$ cat src/hdl/ppt_pkg.sv
package ppt_pkg;

	localparam int MAX_DIMENSION_DEF = 16;

	localparam int DIM_W   = 5;
	localparam int MODE_W  = 3;
	localparam int POS_W   = 8;
	localparam int VAL_W   = 8;
	localparam int CNT_W   = 5;
	localparam int ENTRY_W = VAL_W + 1;

	localparam logic [DIM_W-1:0] DIM_RESET = 5'd16;

	localparam logic [MODE_W-1:0] MODE_WRITE     = 3'd0;
	localparam logic [MODE_W-1:0] MODE_CLEAR     = 3'd1;
	localparam logic [MODE_W-1:0] MODE_EXTEND    = 3'd2;
	localparam logic [MODE_W-1:0] MODE_READ      = 3'd3;
	localparam logic [MODE_W-1:0] MODE_CLEAR_ALL = 3'd4;

endpackage

$ cat src/hdl/ppt_ram.sv
module ppt_ram #(
	parameter int WIDTH = ppt_pkg::ENTRY_W,
	parameter int DEPTH = ppt_pkg::MAX_DIMENSION_DEF
) (
	input  logic                                   clk,
	input  logic                                   we,
	input  logic [((DEPTH > 1) ? $clog2(DEPTH) : 1)-1:0] waddr,
	input  logic [WIDTH-1:0]                       wdata,
	input  logic [((DEPTH > 1) ? $clog2(DEPTH) : 1)-1:0] raddr,
	output logic [WIDTH-1:0]                       rdata
);

	logic [WIDTH-1:0] mem [DEPTH];

	always_ff @(posedge clk) begin
		if (we) begin
			mem[waddr] <= wdata;
		end
		rdata <= mem[raddr];
	end

endmodule

$ cat src/hdl/partial_permutation_table_core.sv
// channel    | handshake                 | payload
// -----------+---------------------------+------------------------------------------
// item in    | start, busy               | mode, position, value
// result out | done (one-cycle strobe)   | read_value, read_defined, index_error,
//            |                           | extended, legal, complete,
//            |                           | undefined_count, least_unused, least_valid
// config     | dim_valid, dim_ready      | dimension
//
// an item runs from its accepting edge to done through an update state, a sweep of
// the table ram over the effective dimension that drains its read pipeline, then a
// walk of the used-value flags up to the least unused value. a read adds a wait
// state for the ram's registered read port; an extend that fills adds a write state
// and a second sweep and walk.
// arst_n clears control state, the entry valid flags and sets dimension to 16.
// the receiver cannot stall: done is high for exactly one cycle, and a new item
// may be started in that same cycle.
module partial_permutation_table_core #(
	parameter int MAX_DIMENSION = ppt_pkg::MAX_DIMENSION_DEF
) (
	input  logic                       clk,
	input  logic                       arst_n,
	input  logic                       start,
	output logic                       busy,
	input  logic [ppt_pkg::MODE_W-1:0] mode,
	input  logic [ppt_pkg::POS_W-1:0]  position,
	input  logic [ppt_pkg::VAL_W-1:0]  value,
	output logic                       done,
	output logic [ppt_pkg::VAL_W-1:0]  read_value,
	output logic                       read_defined,
	output logic                       index_error,
	output logic                       extended,
	output logic                       legal,
	output logic                       complete,
	output logic [ppt_pkg::CNT_W-1:0]  undefined_count,
	output logic [ppt_pkg::CNT_W-1:0]  least_unused,
	output logic                       least_valid,
	input  logic                       dim_valid,
	output logic                       dim_ready,
	input  logic [ppt_pkg::DIM_W-1:0]  dimension
);

	localparam int AW = (MAX_DIMENSION > 1) ? $clog2(MAX_DIMENSION) : 1;
	localparam int CW = $clog2(MAX_DIMENSION + 1);

	localparam logic [2:0] S_IDLE = 3'd0;
	localparam logic [2:0] S_OP   = 3'd1;
	localparam logic [2:0] S_RDW  = 3'd2;
	localparam logic [2:0] S_SCAN = 3'd3;
	localparam logic [2:0] S_MEX  = 3'd4;
	localparam logic [2:0] S_EXT  = 3'd5;

	logic [2:0]                   state_q;
	logic [ppt_pkg::DIM_W-1:0]    dim_q;
	logic [ppt_pkg::MODE_W-1:0]   mode_q;
	logic [ppt_pkg::POS_W-1:0]    pos_q;
	logic [ppt_pkg::VAL_W-1:0]    val_q;
	logic [CW-1:0]                n_q;
	logic                         ierr_q;
	logic                         ext_q;
	logic                         ext_pend_q;
	logic [ppt_pkg::VAL_W-1:0]    rv_q;
	logic                         rd_q;
	logic [MAX_DIMENSION-1:0]     vld_q;
	logic [MAX_DIMENSION-1:0]     used_q;
	logic [CW-1:0]                scan_q;
	logic [CW-1:0]                undef_q;
	logic [CW-1:0]                mex_q;
	logic                         legal_q;
	logic [AW-1:0]                fu_q;
	logic                         proc_s1;
	logic                         vld_s1;
	logic [AW-1:0]                addr_s1;
	logic                         done_q;

	logic [CW-1:0]                n_eff;
	logic                         accept;
	logic                         pos_mode;
	logic                         ierr_in;
	logic [AW-1:0]                pos_idx;
	logic                         scan_init;
	logic                         ent_def;
	logic [ppt_pkg::VAL_W-1:0]    ent_val;
	logic                         ent_in_range;
	logic                         mex_step;
	logic                         fin;
	logic                         go_ext;
	logic                         cmpl;

	logic                         ram_we;
	logic [AW-1:0]                ram_waddr;
	logic [ppt_pkg::ENTRY_W-1:0]  ram_wdata;
	logic [AW-1:0]                ram_raddr;
	logic [ppt_pkg::ENTRY_W-1:0]  ram_rdata;

	ppt_ram #(
		.WIDTH (ppt_pkg::ENTRY_W),
		.DEPTH (MAX_DIMENSION)
	) u_ram (
		.clk   (clk),
		.we    (ram_we),
		.waddr (ram_waddr),
		.wdata (ram_wdata),
		.raddr (ram_raddr),
		.rdata (ram_rdata)
	);

	assign busy      = (state_q != S_IDLE);
	assign accept    = start && !busy;
	assign dim_ready = 1'b1;
	assign done      = done_q;

	// dimension clamped into 1 .. MAX_DIMENSION
	always_comb begin
		if (dim_q == '0) begin
			n_eff = CW'(1);
		end else if (32'(dim_q) > MAX_DIMENSION) begin
			n_eff = CW'(MAX_DIMENSION);
		end else begin
			n_eff = CW'(dim_q);
		end
	end

	assign pos_mode = (mode == ppt_pkg::MODE_WRITE) || (mode == ppt_pkg::MODE_CLEAR) ||
		(mode == ppt_pkg::MODE_READ);
	assign ierr_in  = pos_mode && (32'(position) >= 32'(n_eff));
	assign pos_idx  = pos_q[AW-1:0];

	assign ent_def      = vld_s1 && ram_rdata[ppt_pkg::VAL_W];
	assign ent_val      = ram_rdata[ppt_pkg::VAL_W-1:0];
	assign ent_in_range = 32'(ent_val) < 32'(n_q);

	assign mex_step = (32'(mex_q) < 32'(n_q)) && used_q[mex_q[AW-1:0]];
	assign fin      = (state_q == S_MEX) && !mex_step;
	assign go_ext   = ext_pend_q && (undef_q == CW'(1));
	assign cmpl     = legal_q && (undef_q == '0);

	always_comb begin
		scan_init = 1'b0;
		unique case (state_q)
			S_OP:    scan_init = (mode_q != ppt_pkg::MODE_READ) || ierr_q;
			S_RDW:   scan_init = 1'b1;
			S_EXT:   scan_init = 1'b1;
			default: scan_init = 1'b0;
		endcase
	end

	always_comb begin
		ram_we    = 1'b0;
		ram_waddr = pos_idx;
		ram_wdata = '0;
		ram_raddr = scan_q[AW-1:0];
		unique case (state_q)
			S_OP: begin
				if (!ierr_q) begin
					unique case (mode_q)
						ppt_pkg::MODE_WRITE: begin
							ram_we    = 1'b1;
							ram_wdata = {1'b1, val_q};
						end
						ppt_pkg::MODE_CLEAR: begin
							ram_we = 1'b1;
						end
						ppt_pkg::MODE_READ: begin
							ram_raddr = pos_idx;
						end
						ppt_pkg::MODE_CLEAR_ALL: begin
							// a one-position table clears to the identity
							if (n_q == CW'(1)) begin
								ram_we    = 1'b1;
								ram_waddr = '0;
								ram_wdata = {1'b1, {ppt_pkg::VAL_W{1'b0}}};
							end
						end
						default: ram_we = 1'b0;
					endcase
				end
			end
			S_EXT: begin
				ram_we    = 1'b1;
				ram_waddr = fu_q;
				ram_wdata = {1'b1, ppt_pkg::VAL_W'(mex_q)};
			end
			default: ram_we = 1'b0;
		endcase
	end

	// control state
	always_ff @(posedge clk or negedge arst_n) begin
		if (!arst_n) begin
			state_q    <= S_IDLE;
			dim_q      <= ppt_pkg::DIM_RESET;
			vld_q      <= '0;
			done_q     <= 1'b0;
			proc_s1    <= 1'b0;
			ext_pend_q <= 1'b0;
		end else begin
			done_q <= fin && !go_ext;
			if (dim_valid && dim_ready) begin
				dim_q <= dimension;
			end
			unique case (state_q)
				S_IDLE: begin
					if (accept) begin
						state_q    <= S_OP;
						ext_pend_q <= (mode == ppt_pkg::MODE_EXTEND);
					end
				end
				S_OP: begin
					if (!ierr_q) begin
						if (mode_q == ppt_pkg::MODE_WRITE || mode_q == ppt_pkg::MODE_CLEAR) begin
							vld_q[pos_idx] <= 1'b1;
						end else if (mode_q == ppt_pkg::MODE_CLEAR_ALL) begin
							vld_q <= MAX_DIMENSION'(n_q == CW'(1));
						end
					end
					state_q <= (mode_q == ppt_pkg::MODE_READ && !ierr_q) ? S_RDW : S_SCAN;
				end
				S_RDW: begin
					state_q <= S_SCAN;
				end
				S_SCAN: begin
					proc_s1 <= (scan_q < n_q);
					if (scan_q == n_q && !proc_s1) begin
						state_q <= S_MEX;
					end
				end
				S_MEX: begin
					if (!mex_step) begin
						if (go_ext) begin
							state_q <= S_EXT;
						end else begin
							state_q <= S_IDLE;
						end
					end
				end
				S_EXT: begin
					vld_q[fu_q] <= 1'b1;
					ext_pend_q  <= 1'b0;
					state_q     <= S_SCAN;
				end
				default: state_q <= S_IDLE;
			endcase
			if (scan_init) begin
				proc_s1 <= 1'b0;
			end
		end
	end

	// datapath
	always_ff @(posedge clk) begin
		if (accept) begin
			mode_q <= mode;
			pos_q  <= position;
			val_q  <= value;
			n_q    <= n_eff;
			ierr_q <= ierr_in;
			ext_q  <= 1'b0;
			rv_q   <= '0;
			rd_q   <= 1'b0;
		end
		if (state_q == S_OP && !ierr_q && mode_q == ppt_pkg::MODE_WRITE) begin
			rv_q <= val_q;
			rd_q <= 1'b1;
		end
		if (state_q == S_RDW) begin
			rd_q <= vld_q[pos_idx] && ram_rdata[ppt_pkg::VAL_W];
			rv_q <= (vld_q[pos_idx] && ram_rdata[ppt_pkg::VAL_W]) ? ram_rdata[ppt_pkg::VAL_W-1:0]
				: '0;
		end
		if (state_q == S_EXT) begin
			ext_q <= 1'b1;
		end

		if (scan_init) begin
			scan_q  <= '0;
			undef_q <= '0;
			legal_q <= 1'b1;
			used_q  <= '0;
			mex_q   <= '0;
		end else if (state_q == S_SCAN) begin
			// issue side of the sweep
			if (scan_q < n_q) begin
				addr_s1 <= scan_q[AW-1:0];
				vld_s1  <= vld_q[scan_q[AW-1:0]];
				scan_q  <= scan_q + CW'(1);
			end
			// entry returned by the ram for the previous address
			if (proc_s1) begin
				if (!ent_def) begin
					undef_q <= undef_q + CW'(1);
					fu_q    <= addr_s1;
				end else if (!ent_in_range) begin
					legal_q <= 1'b0;
				end else begin
					if (used_q[ent_val[AW-1:0]]) begin
						legal_q <= 1'b0;
					end
					used_q[ent_val[AW-1:0]] <= 1'b1;
				end
			end
		end else if (state_q == S_MEX && mex_step) begin
			mex_q <= mex_q + CW'(1);
		end

		if (fin && !go_ext) begin
			read_value      <= rv_q;
			read_defined    <= rd_q;
			index_error     <= ierr_q;
			extended        <= ext_q;
			legal           <= legal_q;
			complete        <= cmpl;
			undefined_count <= ppt_pkg::CNT_W'(undef_q);
			least_unused    <= cmpl ? '0 : ppt_pkg::CNT_W'(mex_q);
			least_valid     <= !cmpl;
		end
	end

	a_done_idle: assert property (@(posedge clk) disable iff (!arst_n)
		done |-> !busy)
		else $error("result strobed while an item is still in progress");

	a_busy_start: assert property (@(posedge clk) disable iff (!arst_n)
		$rose(busy) |-> $past(start))
		else $error("busy rose without a start transaction");

	a_ext_filled: assert property (@(posedge clk) disable iff (!arst_n)
		(done && extended) |-> (undefined_count == '0))
		else $error("extend reported with positions still undefined");

	a_ierr_read: assert property (@(posedge clk) disable iff (!arst_n)
		(done && index_error) |-> (!read_defined && read_value == '0))
		else $error("read fields set on an index error");

endmodule
$ cat config.mk
export PLATFORM = sky130hd
export DESIGN_NAME = partial_permutation_table_core
export DESIGN_NICKNAME = d
export VERILOG_FILES = /design/src/hdl/ppt_pkg.sv /design/src/hdl/ppt_ram.sv /design/src/hdl/partial_permutation_table_core.sv
export SDC_FILE = /design/constraint.sdc
export NUM_CORES = 1
export LEC_CHECK = 0
export ABC_AREA = 1
export BUFFER_PORTS_ARGS = -buffer_cell sky130_fd_sc_hd__buf_2
export CORE_ASPECT_RATIO = 0.6
export CORE_UTILIZATION = 55
export CTS_CLUSTER_DIAMETER = 100
export DETAILED_ROUTE_END_ITERATION = 10
export GPL_ROUTABILITY_DRIVEN = 0
export GPL_TIMING_DRIVEN = 0
export PLACE_DENSITY = 0.76
export SLEW_MARGIN = 5
export SYNTH_ARGS = -nofsm -noshare
export SYNTH_HDL_FRONTEND = slang
export SYNTH_HIERARCHICAL = 1
export SYNTH_SLANG_ARGS = --single-unit
$ cat constraint.sdc
create_clock -name clk -period 3.1 [get_ports clk]
set_clock_uncertainty 0.05 [all_clocks]
set_input_delay 0.155 -clock clk [delete_from_list [all_inputs] [get_ports clk]]
set_output_delay 0.155 -clock clk [all_outputs]
set_load 0.01 [all_outputs]
# Word-level counts from Yosys, hierarchy flattened
# Memory sizes are Yosys's and may differ from the RTL's. A register that Yosys moved wholly into a read port is not among the register bits.
# Index checks and enable logic that the tools add are counted.
[totals]
regBits = 123
mem_bits_rw = 144
in_bits = 28
output_inout_bits = 27
word_cells = 181
n_memories = 1
[memory_table]
columns = ["name", "words", "width", "read_ports", "rd_clocked_by_memory_dff", "write_ports", "line_no", "source"]
rows = [
  ["u_ram.mem", 16, 9, 1, 1, 1, "ppt_ram.sv:13", "logic [WIDTH-1:0] mem [DEPTH];"],
]
[op_classes]
addsub = 3
order_cmp = 13
n_eq_ne = 21
muxes = 57
bitwise_logic = 6
n_reduce_logical = 49
[op_table]
columns = ["op", "n"]
rows = [
  ["16-bit 2-to-1 mux", 3],
  ["16-bit OR", 3],
  ["9-bit case mux with 2 select lines", 2],
  ["8-bit 2-to-1 mux", 4],
  ["16-bit case mux with 2 select lines", 1],
  ["4-bit by 5-bit < comparator with 1-bit output, second input constant", 5],
  ["4-bit 2-to-1 mux", 6],
  ["1-bit 2-to-1 mux", 20],
  ["9-bit 2-to-1 mux", 2],
  ["1-bit logical AND", 17],
  ["1-bit binary-select mux with 4-bit select", 4],
  ["5-bit by 1-bit adder with 5-bit output, second input constant", 3],
  ["3-bit by 2-bit equality test with 1-bit output, second input constant", 5],
  ["3-bit case mux with 5 select lines", 1],
  ["1-bit demux with 4-bit select", 3],
  ["4-bit by 1-bit >= comparator with 1-bit output, second input constant", 3],
  ["3-bit 2-to-1 mux", 4],
  ["3-bit AND reduction", 4],
  ["4-bit AND reduction", 3],
  ["5-bit by 1-bit equality test with 1-bit output, second input constant", 2],
  ["5-bit zero test", 2],
  ["5-bit < comparator", 2],
  ["5-bit 2-to-1 mux", 2],
  ["3-bit by 1-bit equality test with 1-bit output, second input constant", 3],
  ["other kinds (19)", 45],
]

# Logic depth before layout (Yosys ltp)
# Gate-level depths: netlist of run 1.
[depth]
word_depth = 8
depth_mapped = 15
depth_no_buf = 13

# By module
# Netlist of run 1, hierarchy kept.
[by_module_without_submodules]
columns = ["mod", "instances", "cells_per_inst", "area_per_inst_um2", "seq_area_each_um2"]
rows = [
  ["ppt_ram", 1, 615, 6502.5, 4504.3],
  ["partial_permutation_table_core", 1, 740, 6217.2, 3229.3],
]

# Worst setup path before layout of run 1
# Ideal clock, no wire load.
[synth_path]
path_kind = "register -> register"
startpoint = "reg n_q[4]"
endpoint = "reg complete, enable pin"
setup_ns = 0.414
arrival_ns = 2.267
t_required_ns = 2.636
path_slack_ns = 0.369
path_stages_with_launch = 11
path_buffers = 0
synth_period_minus_slack_ns = 2.731
cell_sequence = "edfxtp_1 inv_1 ha_1 nand2_1 inv_1 nand2_1 nand2_1 nor2_1 nand2_1 nor2_2 a21oi_1"
[synth_between]
elab_chain_len = 5
[synth_lines]
columns = ["element", "line_no", "source"]
rows = [
  ["start: declaration", "partial_permutation_table_core.sv:57", "logic [CW-1:0] n_q;"],
  ["start signal: assignment", "partial_permutation_table_core.sv:255", "n_q <= n_eff;"],
  ["5-bit < comparator", "partial_permutation_table_core.sv:132", "assign mex_step = (32'(mex_q) < 32'(n_q)) && used_q[mex_q[AW-1:0]];"],
  ["1-bit logical AND", "partial_permutation_table_core.sv:132", ""],
  ["1-bit zero test", "-", ""],
  ["1-bit logical AND", "partial_permutation_table_core.sv:133", "assign fin = (state_q == S_MEX) && !mex_step;"],
  ["1-bit logical AND", "partial_permutation_table_core.sv:305", "if (fin && !go_ext) begin"],
  ["end signal: assignment", "partial_permutation_table_core.sv:311", "complete <= cmpl;"],
  ["end: declaration", "partial_permutation_table_core.sv:33", "output logic complete,"],
]
# No other way between the ends.
# A chain may end at the register's enable or synchronous reset.

# Worst setup path after layout of run 1
[layout_path]
startpoint = "reg state_q[2]"
endpoint = "mem u_ram/mem[9][4] (netlist name), enable pin"
[layout_between]
elab_cells_between_ends = 6
classes_between = "eq/ne: 2; mux: 4"
[layout_rtl]
columns = ["element", "line_no", "source"]
rows = [
  ["start: declaration", "partial_permutation_table_core.sv:52", "logic [2:0] state_q;"],
  ["start signal: assignment", "partial_permutation_table_core.sv:216", "state_q <= (mode_q == ppt_pkg::MODE_READ && !ierr_q) ? S_RDW : S_SCAN;"],
  ["3-bit equality test / 3-bit by 1-bit equality test with 1-bit output (equally long branches)", "partial_permutation_table_core.sv:152", "unique case (state_q)"],
  ["4-bit case mux with 2 select lines *", "partial_permutation_table_core.sv:152", ""],
  ["net ram_waddr[1]", "partial_permutation_table_core.sv:90", "logic [AW-1:0] ram_waddr;"],
  ["end: declaration", "ppt_ram.sv:13", ""],
]
# The timed path passes the listed nets; every way through them passes the cells marked *.

==> metrics.txt, run 1 <==
top cells by count, synth=352 x nand2_1, 213 x inv_1, 207 x edfxtp_1; Slew Limit Headroom=31.7%; full die area=23800 um2; Area after DPL=13400 um2; Finish-stage setup viols=0; MaxCap Viol Count=0; Slew @ Worst Pin=1.02 ns; Post-synth ARST share=9.78%; EDFF count, synth=207; IO Count=55; core area=22300 um2; Net Sw Power=3.88 mW; Reg clk slew, reported paths=0.07 ns; Arr. time, crit path=3.20 ns; global-route usage over all layers=29.6%; vias in the first global route=9303; global-route wire length before repair=52.4 mm; Post-route DRC=0; post-detail-place hpwl=24.0 mm; Slew Limit Fails=0; Layout Cells excl Fill=1798; Setup Crit Path Kind=reg -> reg; starting density of the core=57.0%; IO Port Bufs=52; outcome=finished, final reports clean; Hold Crit Class=in -> reg; fin crit period=3.09 ns; Die Ht=120 um; ys flop type=edfxtp_1; drt pass-1 iters=6; Final Cell Area=14500 um2; number of antenna violations at the first check in global routing=0; Gate power share=29.4%; synthesized cell area=12700 um2; Crit. End Element=flop; CTS Buf Count=25; Seq/Total Area, Yosys=60.8%; Static Leak=6.27 nW; final hold slack=0.0594 ns; P&R area growth vs syn=14.3%; Rows=42; internal cell power=6.94 mW; CP required=3.20 ns; Crit Path Max Fanout=10; Clk Latency, worst-skew pair=0.55 ns; die width=198 um; Syn Area/Cell=9.39 um2; Slowest-stage cell, CP=nor2_1; Util after Layout=65.1%; grt ovf=0; Syn Nets=1406; Max VDD drop=0.556 mV; Netlist cell types=39; crit-path cells=nand3_1, buf_2, clkbuf_1, o22ai_1, inv_1, nand2_1, nor2_1; Synth Register Bits=276; CTS tree=yes; top-count cell post-synth=nand2_1; cell area power density=744 nW/um2; Critical Path Start Type=flop; Sw Ratio=35.9%; Avg Vias per Cell=5.68; vias=10204; 1st-iter DRT viols=1450; clock share of power=26.9%; Final period util=99.8%; Mapped Cells=1355; Place WS=0.116 ns; largest net degree at the start of global routing=28; WL per Instance=19.0 um; Layout Nets=1522; # diodes=0; Yosys Warn Count=6; Yosys top cell area share=48.9%; Num Clock Sinks=276; fmax=0.323 GHz; synth top area cells=edfxtp_1 49%, nand2_1 10%, nand3_1 6.7%; final wirelength=34.2 mm; largest stage delay on the critical path=0.78 ns; Root Driver=clkbuf_16; post-route ant nets=0; share of layout cells above drive strength 1=10.6%; worst setup margin=0.00616 ns; Final Hold Vio Count=0; biggest area consumer among synthesized cells=edfxtp_1; CTS max path bufs=3; Placed Cells=1719; H-Tree Depth=1; sequential power share=43.7%; RSZ-0062 raised after global routing=true
## worst max-delay path: cells and delay by family (launching register included)
| kind | cells | cell delay [ns] |
|---|---|---|
| AO/OA/AOI/OAI | 1 | 0.23 |
| AND/OR/NAND/NOR | 3 | 1.09 |
| buffers and inverters | 3 | 0.86 |
| flip-flops | 1 | 0.46 |
## layout by cell type (no fill, tap or decap), drive strengths merged
cell type      n
xor2           3
buf           94
nand3b         2
nand4         22
xnor2          2
clkinv         5
conb           1
and2           1
dfrtp         26
o21ai         36
nand2        352
o41ai          1
nor4           2
dfstp          1
ha            23
nand3        172
a31oi         16
o21bai         2
nor2          91
o211ai         1
inv          222
dlygate4sd3   33
edfxtp       207
nor3          13
dfxtp         42
a22oi          3
clkbuf        51
o22ai          9
a21oi         57
## worst paths after layout
check	slack, ns	start	cells past startpoint	endpoint
min	0.06	dim_valid	2	dim_q[3]
max	0.006	state_q[2]	7	u_ram/mem[9][4]
min reg2reg	0.37	rv_q[0]	0	read_value[0]
max reg2reg	0.006	state_q[2]	7	u_ram/mem[9][4]
max in group asynchronous	2.40	arst_n	2	state_q[1]
min in group asynchronous	0.13	arst_n	2	vld_q[14]
## sequential cells by signal (all words and copies together), names as in the netlist, 3 cells and up
| name | cells |
|---|---|
| u_ram/mem | 144 |
| used_q | 16 |
| vld_q | 16 |
| u_ram/rdata | 9 |
| read_value | 8 |
| rv_q | 8 |
| val_q | 8 |
| dim_q | 5 |
| least_unused | 5 |
| mex_q | 5 |
| n_q | 5 |
| scan_q | 5 |
| undef_q | 5 |
| undefined_count | 5 |
| addr_s1 | 4 |
| fu_q | 4 |
| pos_q | 4 |
| mode_q | 3 |
| state_q | 3 |
## logic make-up (layout without fill, tap and decap cells)
kind of cell	Yosys count	after routing	synth area share [%]
compound gates	125	125	5.34
fa+ha+maj	23	23	2.26
buf+inv	270	405	9.12
flops	276	276	60.8
simple gates	655	655	22.1
xor+xnor	5	5	0.344
other cells	1	1	0.0295
## stage by stage
stage                     total power [mW]  TNS (ns)
after global placement                7.65    -29.27
after global routing                  11.3     -6.68
after CTS                             10.7         0
final                                 10.8         0
after detailed placement              7.77         0
after floorplan                       6.71         0
## routing by layer
metal	vias to the layer above	GRT usage, %	share of wire (%)
met2	641	40.1	40
met4	0	5.86	2.0
met1	4788	45.1	43
met5	-	0	0
li1	4703	-	-
met3	72	10.8	15
## power by group through the flow
| stage | clock [mW] | sequential [mW] | combinational, mW |
|---|---|---|---|
| global placement | 0 | 4.78 | 2.87 |
| detailed placement | 0 | 4.79 | 2.98 |
| floorplan | 0 | 4.70 | 2.00 |
| CTS | 2.94 | 4.71 | 3.04 |
| global route | 3.08 | 4.76 | 3.43 |
| finish | 2.91 | 4.73 | 3.18 |
## area by class of cell
type	instances	area (um2)
Buffer	49	320
Multi-Input combinational cell	809	3870
Sequential cell	276	7730
Timing Repair Buffer	89	648
Tap cell	308	385
Fill cell	1759	7790
Clock buffer	40	712
Clock inverter	6	33.8
Inverter	221	840
## what timing repair did
item,in CTS,in global routing
endpoints found under the setup margin,0,135
setup buffers,0,0
resized for setup,0,11
hold buffers,33,0
hold endpoints to repair,51,0
Power figures use the tool's default switching activity.
==> run 2, diff against run 1 <==
Settings changed: PLACE_DENSITY 0.76 to 0.79, SLEW_MARGIN 5 to 25.
==> run 2 against run 1 <==
  * Largest cell class unchanged
  * Largest power group unchanged
  * Highest routed layer unchanged
  * The flow now finishes with violations (setup timing)
  * Combinational power about the same
  * Worst hold slack worse by 0.021 ns
  * Clock-buffer cell count down 7
  * Critical path type unchanged
  * Non-clock buffer count unchanged
==> metrics.txt, run 2 (synthesis gave the netlist of run 1 again) <==
grt ovf=0 (unchanged); Crit Path Max Fanout=10 (unchanged); die width=198 um (unchanged); Finish-stage setup viols=7 (+7); final hold slack=0.0379 ns (-0.0214 ns); Slew Limit Fails=0 (unchanged); global-route wire length before repair=51.3 mm (-1.9%); Final period util=100% (+0.52 points); Max VDD drop=0.761 mV (+37%); FILL cells=1670 (-5.1%); final wirelength=33.6 mm (-1.9%); Cells on Worst Hold Path=2 (unchanged); CTS Buf Count=25 (unchanged); max FFs per register=144 (unchanged); Rows=42 (unchanged); worst setup margin=-0.00985 ns (-0.0160 ns); core area=22300 um2 (unchanged); Clk Latency, worst-skew pair=0.55 ns (about the same); Reg clk slew, reported paths=0.07 ns (about the same); Avg Vias per Cell=5.69 (+0.20%); MaxCap Viol Count=0 (unchanged); # diodes=0 (unchanged); number of antenna violations at the first check in global routing=0 (unchanged); full die area=23800 um2 (unchanged); Static Leak=6.34 nW (+1.0%); share of layout cells above drive strength 1=11.2% (+0.60 points); Slew Limit Headroom=29.5% (-2.2 points); Placed Cells=1719 (unchanged); cell area power density=760 nW/um2 (+2.1%); CP required=3.22 ns (+0.02 ns); worst reg-to-reg path cell count=6 (-1); RSZ-0062 raised after global routing=true; Arr. time, crit path=3.23 ns (+0.03 ns); Top Metal Used=met4; H-Tree Depth=1 (unchanged); outcome=finished, violations left; Root Driver=clkbuf_16; drt pass-1 iters=8 (+2); Crit. End Element=flop; starting density of the core=57.0% (unchanged); Final Hold Vio Count=0 (unchanged); fin crit period=3.11 ns (+0.0160 ns); Layout Nets=1522 (unchanged); vias=10224 (+0.20%); Die Ht=120 um (unchanged); Hold Crit Class=in -> reg; Layout Cells excl Fill=1798 (unchanged); setup_tns=-0.0395 ns (-0.0395 ns); 1st-iter DRT viols=1548 (+6.8%); Post-route DRC=0 (unchanged); failing checks=setup timing; post-route ant nets=0 (unchanged); Total Power=11.2 mW (+3.1%); IO Count=55 (unchanged); Num Clock Sinks=276 (unchanged); post-detail-place hpwl=23.6 mm (-1.6%); Top Registers=u_ram/mem (144), used_q (16), vld_q (16); IO Port Bufs=52 (unchanged); CTS tree=yes; Top reg by flops=u_ram/mem; P&R area growth vs syn=15.4%; met2 routed WL=13.5 mm (-1.9%); Critical Path Start Type=flop; CTS max path bufs=3 (unchanged); most common cell after layout, fill and taps aside=nand2_1; global-route usage over all layers=28.8% (-0.80 points); vias in the first global route=9395 (+0.99%); largest net degree at the start of global routing=28 (unchanged); Slew @ Worst Pin=1.06 ns (+0.0319 ns); fmax=0.322 GHz (-0.51%); highest-count cells in the layout ignoring fill and taps=352 x nand2_1, 213 x inv_1, 207 x edfxtp_1, 170 x nand3_1, 78 x nor2_1; WL per Instance=18.7 um (-1.9%); DR WL met3=4.73 mm (-6.3%); Setup Crit Path Kind=reg -> reg; WL met1=14.6 mm (-0.41%)
## run 2: cell count changes in the layout (fill, tap and decap cells not counted), sizes merged
cell      before  now
clkinv         5    8
clkbuf        51   44
bufinv         0    3
clkinvlp       0    1
## run 2: layout make-up
type | count | area (um2) | area share (%)
Clock inverter | 13 | 146 | 0.997
Sequential cell | 276 | 7730 | 52.7
Buffer | 49 | 320 | 2.18
Tap cell | 308 | 385 | 2.62
Inverter | 221 | 840 | 5.72
Multi-Input combinational cell | 809 | 3890 | 26.5
Clock buffer | 33 | 717 | 4.88
Timing Repair Buffer | 89 | 656 | 4.46
## run 2: report_power, final
group	total [mW]	switching, mW	internal (mW)	leakage [nW]
logic	3.18	2.25	0.927	3.07
clock network	3.25	1.37	1.88	0.422
registers	4.73	0.293	4.44	2.84
## run 2: layer usage
metal,vias to the layer above,GRT usage (%)
met4,0,6.59
met3,76,9.58
met2,664,38.9
met1,4784,44.2
li1,4700,-
met5,-,0
## run 2: timing repair
action / in CTS / in global routing
setup buffers: 0 / 0
hold endpoints to repair: 52 / 0
setup endpoints to repair: 0 / 144
gates resized for setup: 0 / 12
hold buffers: 33 / 0
## run 2: final timing paths
| kind | startpoint | end | slack [ns] |
|---|---|---|---|
| max in group asynchronous | arst_n | state_q[2] | 2.40 |
| min in group asynchronous | arst_n | vld_q[4] | 0.14 |
| worst min-delay path | dim_valid | dim_q[2] | 0.04 |
| worst max register to register | state_q[2] | u_ram/mem[6][3] | -0.01 |
| worst min register to register | addr_s1[0] | fu_q[0] | 0.37 |
| worst max-delay path | state_q[2] | u_ram/mem[6][3] | -0.01 |
## run 2: metrics by stage
step,worst slack [ns],utilization (%),cell area (um2)
finish,-0.00985,65.7,14700
global route,-0.120,65.7,14700
CTS,0.0154,65.6,14700
detailed placement,0.0274,60.3,13500
global placement,-0.559,59.8,13400
floorplan,0.369,-,12700
## run 2: critical path, stage by stage, from the launching register on
cell and delay, ns:
dfrtp_1 0.46, nand3_1 0.16, buf_2 0.28, clkbuf_1 0.50, o22ai_1 0.23, nand3b_1 0.34
nor2_1 0.72
